### src/design/hufd_pkg.sv
// ----------------------------------------------------------------------------
// hufd_pkg
// Shared types and codes for the tree-walk huffman decoder: command codes,
// result kinds, the tree node layout and the queued command word.
// ----------------------------------------------------------------------------
`default_nettype none

package hufd_pkg;

    // field widths fixed by the stream format
    localparam int IDX_W   = 9;
    localparam int SYM_W   = 8;
    localparam int CNT_W   = 48;
    localparam int CODE_W  = 64;
    localparam int IN_W    = 96;

    // input command codes (carried in tuser)
    typedef logic [1:0] t_func;
    localparam t_func FUNC_LOAD   = 2'd0;
    localparam t_func FUNC_DECODE = 2'd1;
    localparam t_func FUNC_END    = 2'd2;

    // result kinds (carried in tuser)
    typedef logic [1:0] t_kind;
    localparam t_kind KIND_SYMBOL = 2'd0;
    localparam t_kind KIND_TRUNC  = 2'd1;
    localparam t_kind KIND_DONE   = 2'd2;

    // one stored tree node, a right link of zero marks a leaf
    typedef struct packed {
        logic [IDX_W-1:0] left;
        logic [IDX_W-1:0] right;
    } t_node;

    // classified command handed from front to back
    typedef struct packed {
        t_func             func;
        logic [IDX_W-1:0]  idx;
        t_node             node;
        logic [CODE_W-1:0] code;
    } t_cmd;

endpackage

`default_nettype wire

### src/design/hufd_front.sv
// ----------------------------------------------------------------------------
// hufd_front
// Input side: accepts words, drops unused codes and out-of-range node loads,
// and queues the remaining commands in a two-entry queue for the back end.
// ----------------------------------------------------------------------------
`default_nettype none

module hufd_front #(
    parameter int NODE_COUNT = 512
) (
    input  wire logic                        i_clk,
    input  wire logic                        i_rst_n,
    input  wire logic                        i_s_tvalid,
    output logic                             o_s_tready,
    input  wire hufd_pkg::t_func             i_s_func,
    input  wire logic [hufd_pkg::IN_W-1:0]   i_s_data,
    output logic                             o_cmd_valid,
    output hufd_pkg::t_cmd                   o_cmd,
    input  wire logic                        i_cmd_pop
);

    localparam logic [hufd_pkg::IDX_W:0] NodeLimit = (hufd_pkg::IDX_W + 1)'(NODE_COUNT);

    hufd_pkg::t_cmd r_q [2];
    logic           r_wr_ptr;
    logic           r_rd_ptr;
    logic [1:0]     r_count;

    hufd_pkg::t_cmd in_cmd;
    logic           keep;
    logic           push;
    logic           pop;

    // unpack the incoming word
    always_comb begin
        in_cmd.func       = i_s_func;
        in_cmd.idx        = i_s_data[8:0];
        in_cmd.node.left  = i_s_data[17:9];
        in_cmd.node.right = i_s_data[26:18];
        in_cmd.code       = i_s_data[90:27];
    end

    // classify: keep only commands that have an effect
    always_comb begin
        unique case (i_s_func)
            hufd_pkg::FUNC_LOAD:   keep = ({1'b0, in_cmd.idx} < NodeLimit);
            hufd_pkg::FUNC_DECODE: keep = 1'b1;
            hufd_pkg::FUNC_END:    keep = 1'b1;
            default:               keep = 1'b0;
        endcase
    end

    assign o_s_tready  = (r_count != 2'd2);
    assign push        = i_s_tvalid && o_s_tready && keep;
    assign pop         = i_cmd_pop && (r_count != 2'd0);
    assign o_cmd_valid = (r_count != 2'd0);
    assign o_cmd       = r_q[r_rd_ptr];

    // queue storage
    always_ff @(posedge i_clk) begin
        if (push) begin
            r_q[r_wr_ptr] <= in_cmd;
        end
    end

    // queue pointers and fill level
    always_ff @(posedge i_clk) begin
        if (!i_rst_n) begin
            r_wr_ptr <= 1'b0;
            r_rd_ptr <= 1'b0;
            r_count  <= 2'd0;
        end else begin
            if (push) begin
                r_wr_ptr <= ~r_wr_ptr;
            end
            if (pop) begin
                r_rd_ptr <= ~r_rd_ptr;
            end
            if (push && !pop) begin
                r_count <= r_count + 2'd1;
            end else if (pop && !push) begin
                r_count <= r_count - 2'd1;
            end
        end
    end

endmodule

`default_nettype wire

### config.mk
export PLATFORM = sky130hd
export DESIGN_NAME = hufd_front
export DESIGN_NICKNAME = d
export VERILOG_FILES = /design/src/design/hufd_pkg.sv /design/src/design/hufd_front.sv
export SDC_FILE = /design/constraint.sdc
export NUM_CORES = 1
export LEC_CHECK = 0
export ABC_AREA = 1
export BUFFER_PORTS_ARGS = -buffer_cell sky130_fd_sc_hd__buf_2
export CAP_MARGIN = 30
export CORE_MARGIN = 2
export CORE_UTILIZATION = 40
export DETAILED_ROUTE_END_ITERATION = 8
export PLACE_DENSITY_LB_ADDON = 0.3
export SETUP_SLACK_MARGIN = 0.5
export SKIP_CTS_REPAIR_TIMING = 1
export SYNTH_ARGS = -nofsm -noshare
export SYNTH_HDL_FRONTEND = slang
export SYNTH_SLANG_ARGS = --single-unit
### constraint.sdc
create_clock -name i_clk -period 16.95 [get_ports i_clk]
set_input_delay 0 -clock i_clk [delete_from_list [all_inputs] [get_ports i_clk]]
set_output_delay 0 -clock i_clk [all_outputs]
set_load 0.01 [all_outputs]
# == Yosys cells after proc, flatten, opt, wreduce, memory -nomap -nowiden ==
# Memory sizes are Yosys's and may differ from the RTL's. A register that Yosys moved wholly into a read port is not among the register bits.
# Index checks and enable logic that the tools add are counted.
# totals
out_inout_bits,95
in_bits,102
mem_count,1
register_bits,4
mem_bits_rw,186
word_cells,29
# mem_list
memory,words,width,read_ports,rd_clocked_by_memory_dff,write_ports,line,text
r_q,2,93,1,1,1,hufd_front.sv:24,hufd_pkg::t_cmd r_q [2];
# classes
bitwise_logic,2
mux,7
eq_ne,3
addsub,2
n_reduce_logical,11
# op_table
op,count
$logic_and 1x1->1,5
$mux 1,5
$mux 2,2
$reduce_bool 2->1,2
$reduce_or 3->1,1
$add 2x1->2 const B,1
$eq 2x1->1 const B,1
$eq 2x2->1 const B,1
$logic_not 1->1,2
$logic_not 2->1,1
$ne 2x2->1 const B,1
$not 1->1,2
$sub 2x1->2 const B,1

# == Depth between registers and ports, before layout ==
# logic_depth
depth_word,8
ltp_mapped,10
mapped_depth_nobuf,10

# == Least setup slack after synthesis ==
# No wires, ideal clock.
# synth_path
kind,register -> register
startpoint,reg r_count[1]
endpoint,"mem r_q[0][0] (netlist bit), enable pin"
path_stages_with_launch,4
required_ns,16.291
synth_period_minus_slack_ns,7.429
setup_slack_ns,9.521
n_path_buf,0
arrival_ns,6.770
cell_sequence,dfxtp_1 -> inv_1 -> nor2_1 -> nor3_1
# synth_via
elab_chain_cells,5
# synth_lines
element,line,text
start: declaration,hufd_front.sv:27,logic [1:0] r_count;
start signal: assignment,hufd_front.sv:80,r_count <= r_count + 2'd1;
start signal: assignment,hufd_front.sv:82,r_count <= r_count - 2'd1;
$ne 2x2->1,hufd_front.sv:53,assign o_s_tready = (r_count != 2'd2);
$logic_and 1x1->1 (2 in series),hufd_front.sv:54,assign push = i_s_tvalid && o_s_tready && keep;
$mux 1,hufd_front.sv:61,if (push) begin
$mux 1 (implied by the code),hufd_front.sv:62,r_q[r_wr_ptr] <= in_cmd;
end: declaration,hufd_front.sv:24,
# No other way between the ends.

==> run_summary.xml <==
<?xml version="1.0" encoding="UTF-8"?>
<metrics>
  <group name="worst_setup_path">
    <metric name="max_stage_delay" unit="ps">760</metric>
    <metric name="start_kind" unit="">flip-flop</metric>
    <metric name="required_time_of_the_critical_path" unit="ps">16950</metric>
    <metric name="cpMaxStageDelayCell" unit="">sky130_fd_sc_hd__dfxtp_4</metric>
    <metric name="timing.critical_path.to_type" unit="">output pin</metric>
    <metric name="worst-path-max-fanout" unit="">34</metric>
    <metric name="dominant_delay_contributor_by_cell_family_on_the_critical_path" unit="">buffers and inverters</metric>
    <metric name="worst_ep_arrival_time" unit="ps">2540</metric>
    <metric name="critPathKind" unit="">reg2out</metric>
    <metric name="timing.critical_path.buf_inv" unit="">3</metric>
    <metric name="cell_by_cell_listing_of_the_critical_path" unit="">buf_4 &gt; buf_16 &gt; mux2_4 &gt; buf_2</metric>
  </group>
  <group name="global_routing">
    <metric name="grt_overflow_total" unit="">0</metric>
    <metric name="largest_net_degree_at_the_start_of_global_routing" unit="">66</metric>
    <metric name="groute.usage.overall" unit="">0.133</metric>
    <metric name="grt_first_pass_wirelength" unit="mm">19.7</metric>
    <metric name="antenna_found_initial" unit="">0</metric>
    <metric name="first_global_vias" unit="">3780</metric>
  </group>
  <group name="clocking">
    <metric name="cts.reportedPaths.clkPinSlew" unit="ps">70</metric>
    <metric name="cts_tree" unit="">yes</metric>
    <metric name="max-clock-path-buffers" unit="">2</metric>
    <metric name="cts_buffers" unit="">17</metric>
    <metric name="clk_latency" unit="ps">420</metric>
    <metric name="tritoncts_num_sinks" unit="">191</metric>
    <metric name="clock_tree.root_cell" unit="">sky130_fd_sc_hd__clkbuf_16</metric>
    <metric name="cts.htree.levels" unit="">4</metric>
  </group>
  <group name="drt">
    <metric name="detailroute.via_count" unit="">3960</metric>
    <metric name="totalWireLength" unit="mm">13.7</metric>
    <metric name="drt_pass1_iterations" unit="">4</metric>
    <metric name="drc_errors" unit="">0</metric>
    <metric name="drt-initial-drc-count" unit="">200</metric>
    <metric name="detail-route-antenna-nets" unit="">0</metric>
    <metric name="drt-wirelength-per-cell" unit="microns">15.9</metric>
    <metric name="viasPerCell" unit="">4.57</metric>
  </group>
  <group name="placement">
    <metric name="detailedPlacementHpwl" unit="mm">8.26</metric>
    <metric name="finalWeightedCongestion" unit="">0.704</metric>
    <metric name="preCtsSetupSlack" unit="ps">14570</metric>
    <metric name="place.port_buffers" unit="">191</metric>
  </group>
  <group name="floorplanning">
    <metric name="floorplan.die_area" unit="sq um">19200</metric>
    <metric name="initial_core_util" unit="">0.406</metric>
    <metric name="die_y" unit="microns">139</metric>
    <metric name="core-area" unit="sq um">17800</metric>
    <metric name="floorplan.rows" unit="">49</metric>
    <metric name="die_outline_width" unit="microns">139</metric>
    <metric name="floorplan.io_pins" unit="">197</metric>
  </group>
  <group name="final_layout">
    <metric name="fill_cells" unit="">1396</metric>
    <metric name="antenna_cells_inserted" unit="">0</metric>
    <metric name="layout-area-overhead-vs-synth" unit="%">36.9</metric>
    <metric name="drive_gt1_frac" unit="">0.502</metric>
    <metric name="area_of_all_sequential_standard_cells" unit="sq um">5690</metric>
    <metric name="final_net_count" unit="">730</metric>
    <metric name="multi_input_comb_area" unit="sq um">1430</metric>
  </group>
  <group name="power_and_ir_drop">
    <metric name="netSwitchingPower" unit="mW">0.331</metric>
    <metric name="power.share.clock" unit="">0.284</metric>
    <metric name="internal_pwr_total" unit="mW">0.921</metric>
    <metric name="p_leak" unit="nW">3.87</metric>
    <metric name="pwr_density_cell" unit="nW/um^2">126</metric>
    <metric name="sw_share" unit="">0.264</metric>
    <metric name="sequentialPowerShare" unit="">0.482</metric>
    <metric name="vdd.ir_drop.worst" unit="mV">0.0914</metric>
    <metric name="combinationalPowerShare" unit="">0.234</metric>
  </group>
  <group name="sta">
    <metric name="max_clock_freq" unit="MHz">393</metric>
    <metric name="min_period" unit="ps">2540</metric>
    <metric name="fin_skew" unit="ps">11.0</metric>
    <metric name="worst_slew_margin_rel" unit="">0.386</metric>
    <metric name="drv_slew" unit="">0</metric>
    <metric name="final-setup-viol-count" unit="">0</metric>
    <metric name="worst_hold_margin" unit="ps">-5.39</metric>
    <metric name="setup-tns-final" unit="ps">0</metric>
    <metric name="final_critical_path_setup_slack" unit="ps">14410</metric>
    <metric name="fin_crit_sh" unit="">0.150</metric>
    <metric name="worst_slew_pin_slew" unit="ps">922</metric>
    <metric name="hold_viol" unit="">2</metric>
    <metric name="grt_setup_unrepaired" unit="">false</metric>
  </group>
  <group name="logic_synthesis">
    <metric name="yosysWarnings" unit="">0</metric>
    <metric name="number_of_standard_cells_after_synthesis" unit="">328</metric>
    <metric name="syn_avg_cell_area" unit="sq um">22.1</metric>
    <metric name="number_of_register_bits_inferred_by_synthesis" unit="">191</metric>
    <metric name="netlist-cell-type-count" unit="">17</metric>
    <metric name="synthesized_area" unit="sq um">7240</metric>
    <metric name="synth_nets" unit="">431</metric>
    <metric name="synth_seq_area_share" unit="">0.785</metric>
  </group>
  <group name="run_status">
    <metric name="outcome" unit="">finished, violations left</metric>
    <metric name="failed_checks" unit="">hold timing</metric>
  </group>
  <group name="flow_run">
    <metric name="drv_cap" unit="">0</metric>
  </group>
  <group name="min_path">
    <metric name="min-delay-path-class" unit="">in2reg</metric>
  </group>
</metrics>
through the flow:
stage	hold slack (ps)	instances	util	power (mW)	area [sq um]
3_3_place_gp	188	742	0.472	0.885	8430
6_report	-5.39	866	0.555	1.25	9910
5_1_grt	18.8	866	0.555	1.31	9910
3_5_place_dp	191	743	0.474	0.894	8450
2_1_floorplan	98.9	328	-	0.805	7240
4_1_cts	-258	772	0.503	1.25	8970
Yosys cell counts:
library cell / n / area [sq um]
sky130_fd_sc_hd__a21oi_1: 1 / 5.00
sky130_fd_sc_hd__nor3_1: 1 / 5.00
sky130_fd_sc_hd__nand4_1: 1 / 6.26
sky130_fd_sc_hd__inv_1: 8 / 30.0
sky130_fd_sc_hd__nor2_1: 8 / 30.0
sky130_fd_sc_hd__buf_4: 1 / 7.51
sky130_fd_sc_hd__mux2_2: 23 / 259
sky130_fd_sc_hd__mux2_4: 70 / 1050
sky130_fd_sc_hd__dfxtp_1: 5 / 100
sky130_fd_sc_hd__buf_6: 7 / 78.8
sky130_fd_sc_hd__nand3_1: 1 / 5.00
sky130_fd_sc_hd__nand2_1: 11 / 41.3
sky130_fd_sc_hd__edfxtp_1: 186 / 5590
sky130_fd_sc_hd__o21ai_0: 1 / 5.00
sky130_fd_sc_hd__o21a_1: 1 / 7.51
sky130_fd_sc_hd__buf_2: 2 / 10.0
sky130_fd_sc_hd__ha_1: 1 / 12.5
state kept, by name, indices dropped and copies added (netlist names), named ones only:
name      count
r_count       2
r_q         186
r_rd_ptr      1
r_wr_ptr      1
kinds of logic (layout without fill, tap and decap cells):
family                   Yosys count  after routing  synth area share
multiplexers                      93             93             0.181
AO/OA/AOI/OAI                      3              3           0.00242
flip-flops                       191            191             0.785
buffers and inverters             18            327            0.0175
AND/OR/NAND/NOR                   22             22            0.0121
adder cells (fa/ha/maj)            1              1           0.00173
worst register-to-register path, cell delays in order, from the launching register on:
cell and delay (ps):
sky130_fd_sc_hd__dfxtp_1 320, sky130_fd_sc_hd__inv_1 100, sky130_fd_sc_hd__nor2_1 80, sky130_fd_sc_hd__nor2_1 210, sky130_fd_sc_hd__nand2_1 140, sky130_fd_sc_hd__inv_4 320, sky130_fd_sc_hd__buf_4 740
final timing paths:
path,from,end,slack (ps),cells past startpoint
setup / recovery,flip-flop,o_cmd[36],14410,4
hold / removal,i_cmd_pop,r_rd_ptr$_SDFFE_PN0P_,-5,4
setup reg to reg,r_count[1]$_SDFFE_PN0P_,r_q[1][48]$_DFFE_PP_,14560,6
hold reg to reg,r_rd_ptr$_SDFFE_PN0P_,r_rd_ptr$_SDFFE_PN0P_,510,2
final cells by class:
cell class / instances / share of cell area
clock buffers: 18 / 0.0433
clock inverters: 11 / 0.00859
inverters: 8 / 0.00328
multi-input cells: 119 / 0.145
flip-flops and latches: 191 / 0.574
well taps: 229 / 0.0289
repair buffers: 290 / 0.197
layer usage:
layer,track usage,vias to the layer above,share of wire
met5,0,-,0
met4,0.0596,0,0.018
met3,0.0504,19,0.058
met2,0.219,122,0.50
met1,0.157,1945,0.42
li1,-,1874,-
power by group through the flow:
stage	Clock, mW	Sequential, mW	Combinational [mW]
after detailed placement	0	0.614	0.280
after CTS	0.368	0.604	0.281
after global routing	0.387	0.608	0.316
after floorplan	0	0.607	0.198
after global placement	0	0.610	0.275
final	0.356	0.603	0.293
cells in the final DEF (no fill, tap or decap), types with 2 or more instances in the layout:
| cell | n |
|---|---|
| sky130_fd_sc_hd__edfxtp_1 | 186 |
| sky130_fd_sc_hd__clkbuf_16 | 17 |
| sky130_fd_sc_hd__buf_4 | 4 |
| sky130_fd_sc_hd__nand2_1 | 11 |
| sky130_fd_sc_hd__buf_2 | 191 |
| sky130_fd_sc_hd__clkinvlp_4 | 3 |
| sky130_fd_sc_hd__dlygate4sd3_1 | 94 |
| sky130_fd_sc_hd__dfxtp_1 | 4 |
| sky130_fd_sc_hd__clkinv_2 | 2 |
| sky130_fd_sc_hd__inv_1 | 7 |
| sky130_fd_sc_hd__mux2_2 | 23 |
| sky130_fd_sc_hd__mux2_4 | 70 |
| sky130_fd_sc_hd__inv_6 | 5 |
| sky130_fd_sc_hd__nor2_1 | 8 |
No activity file was read; power rests on OpenSTA's default activity.
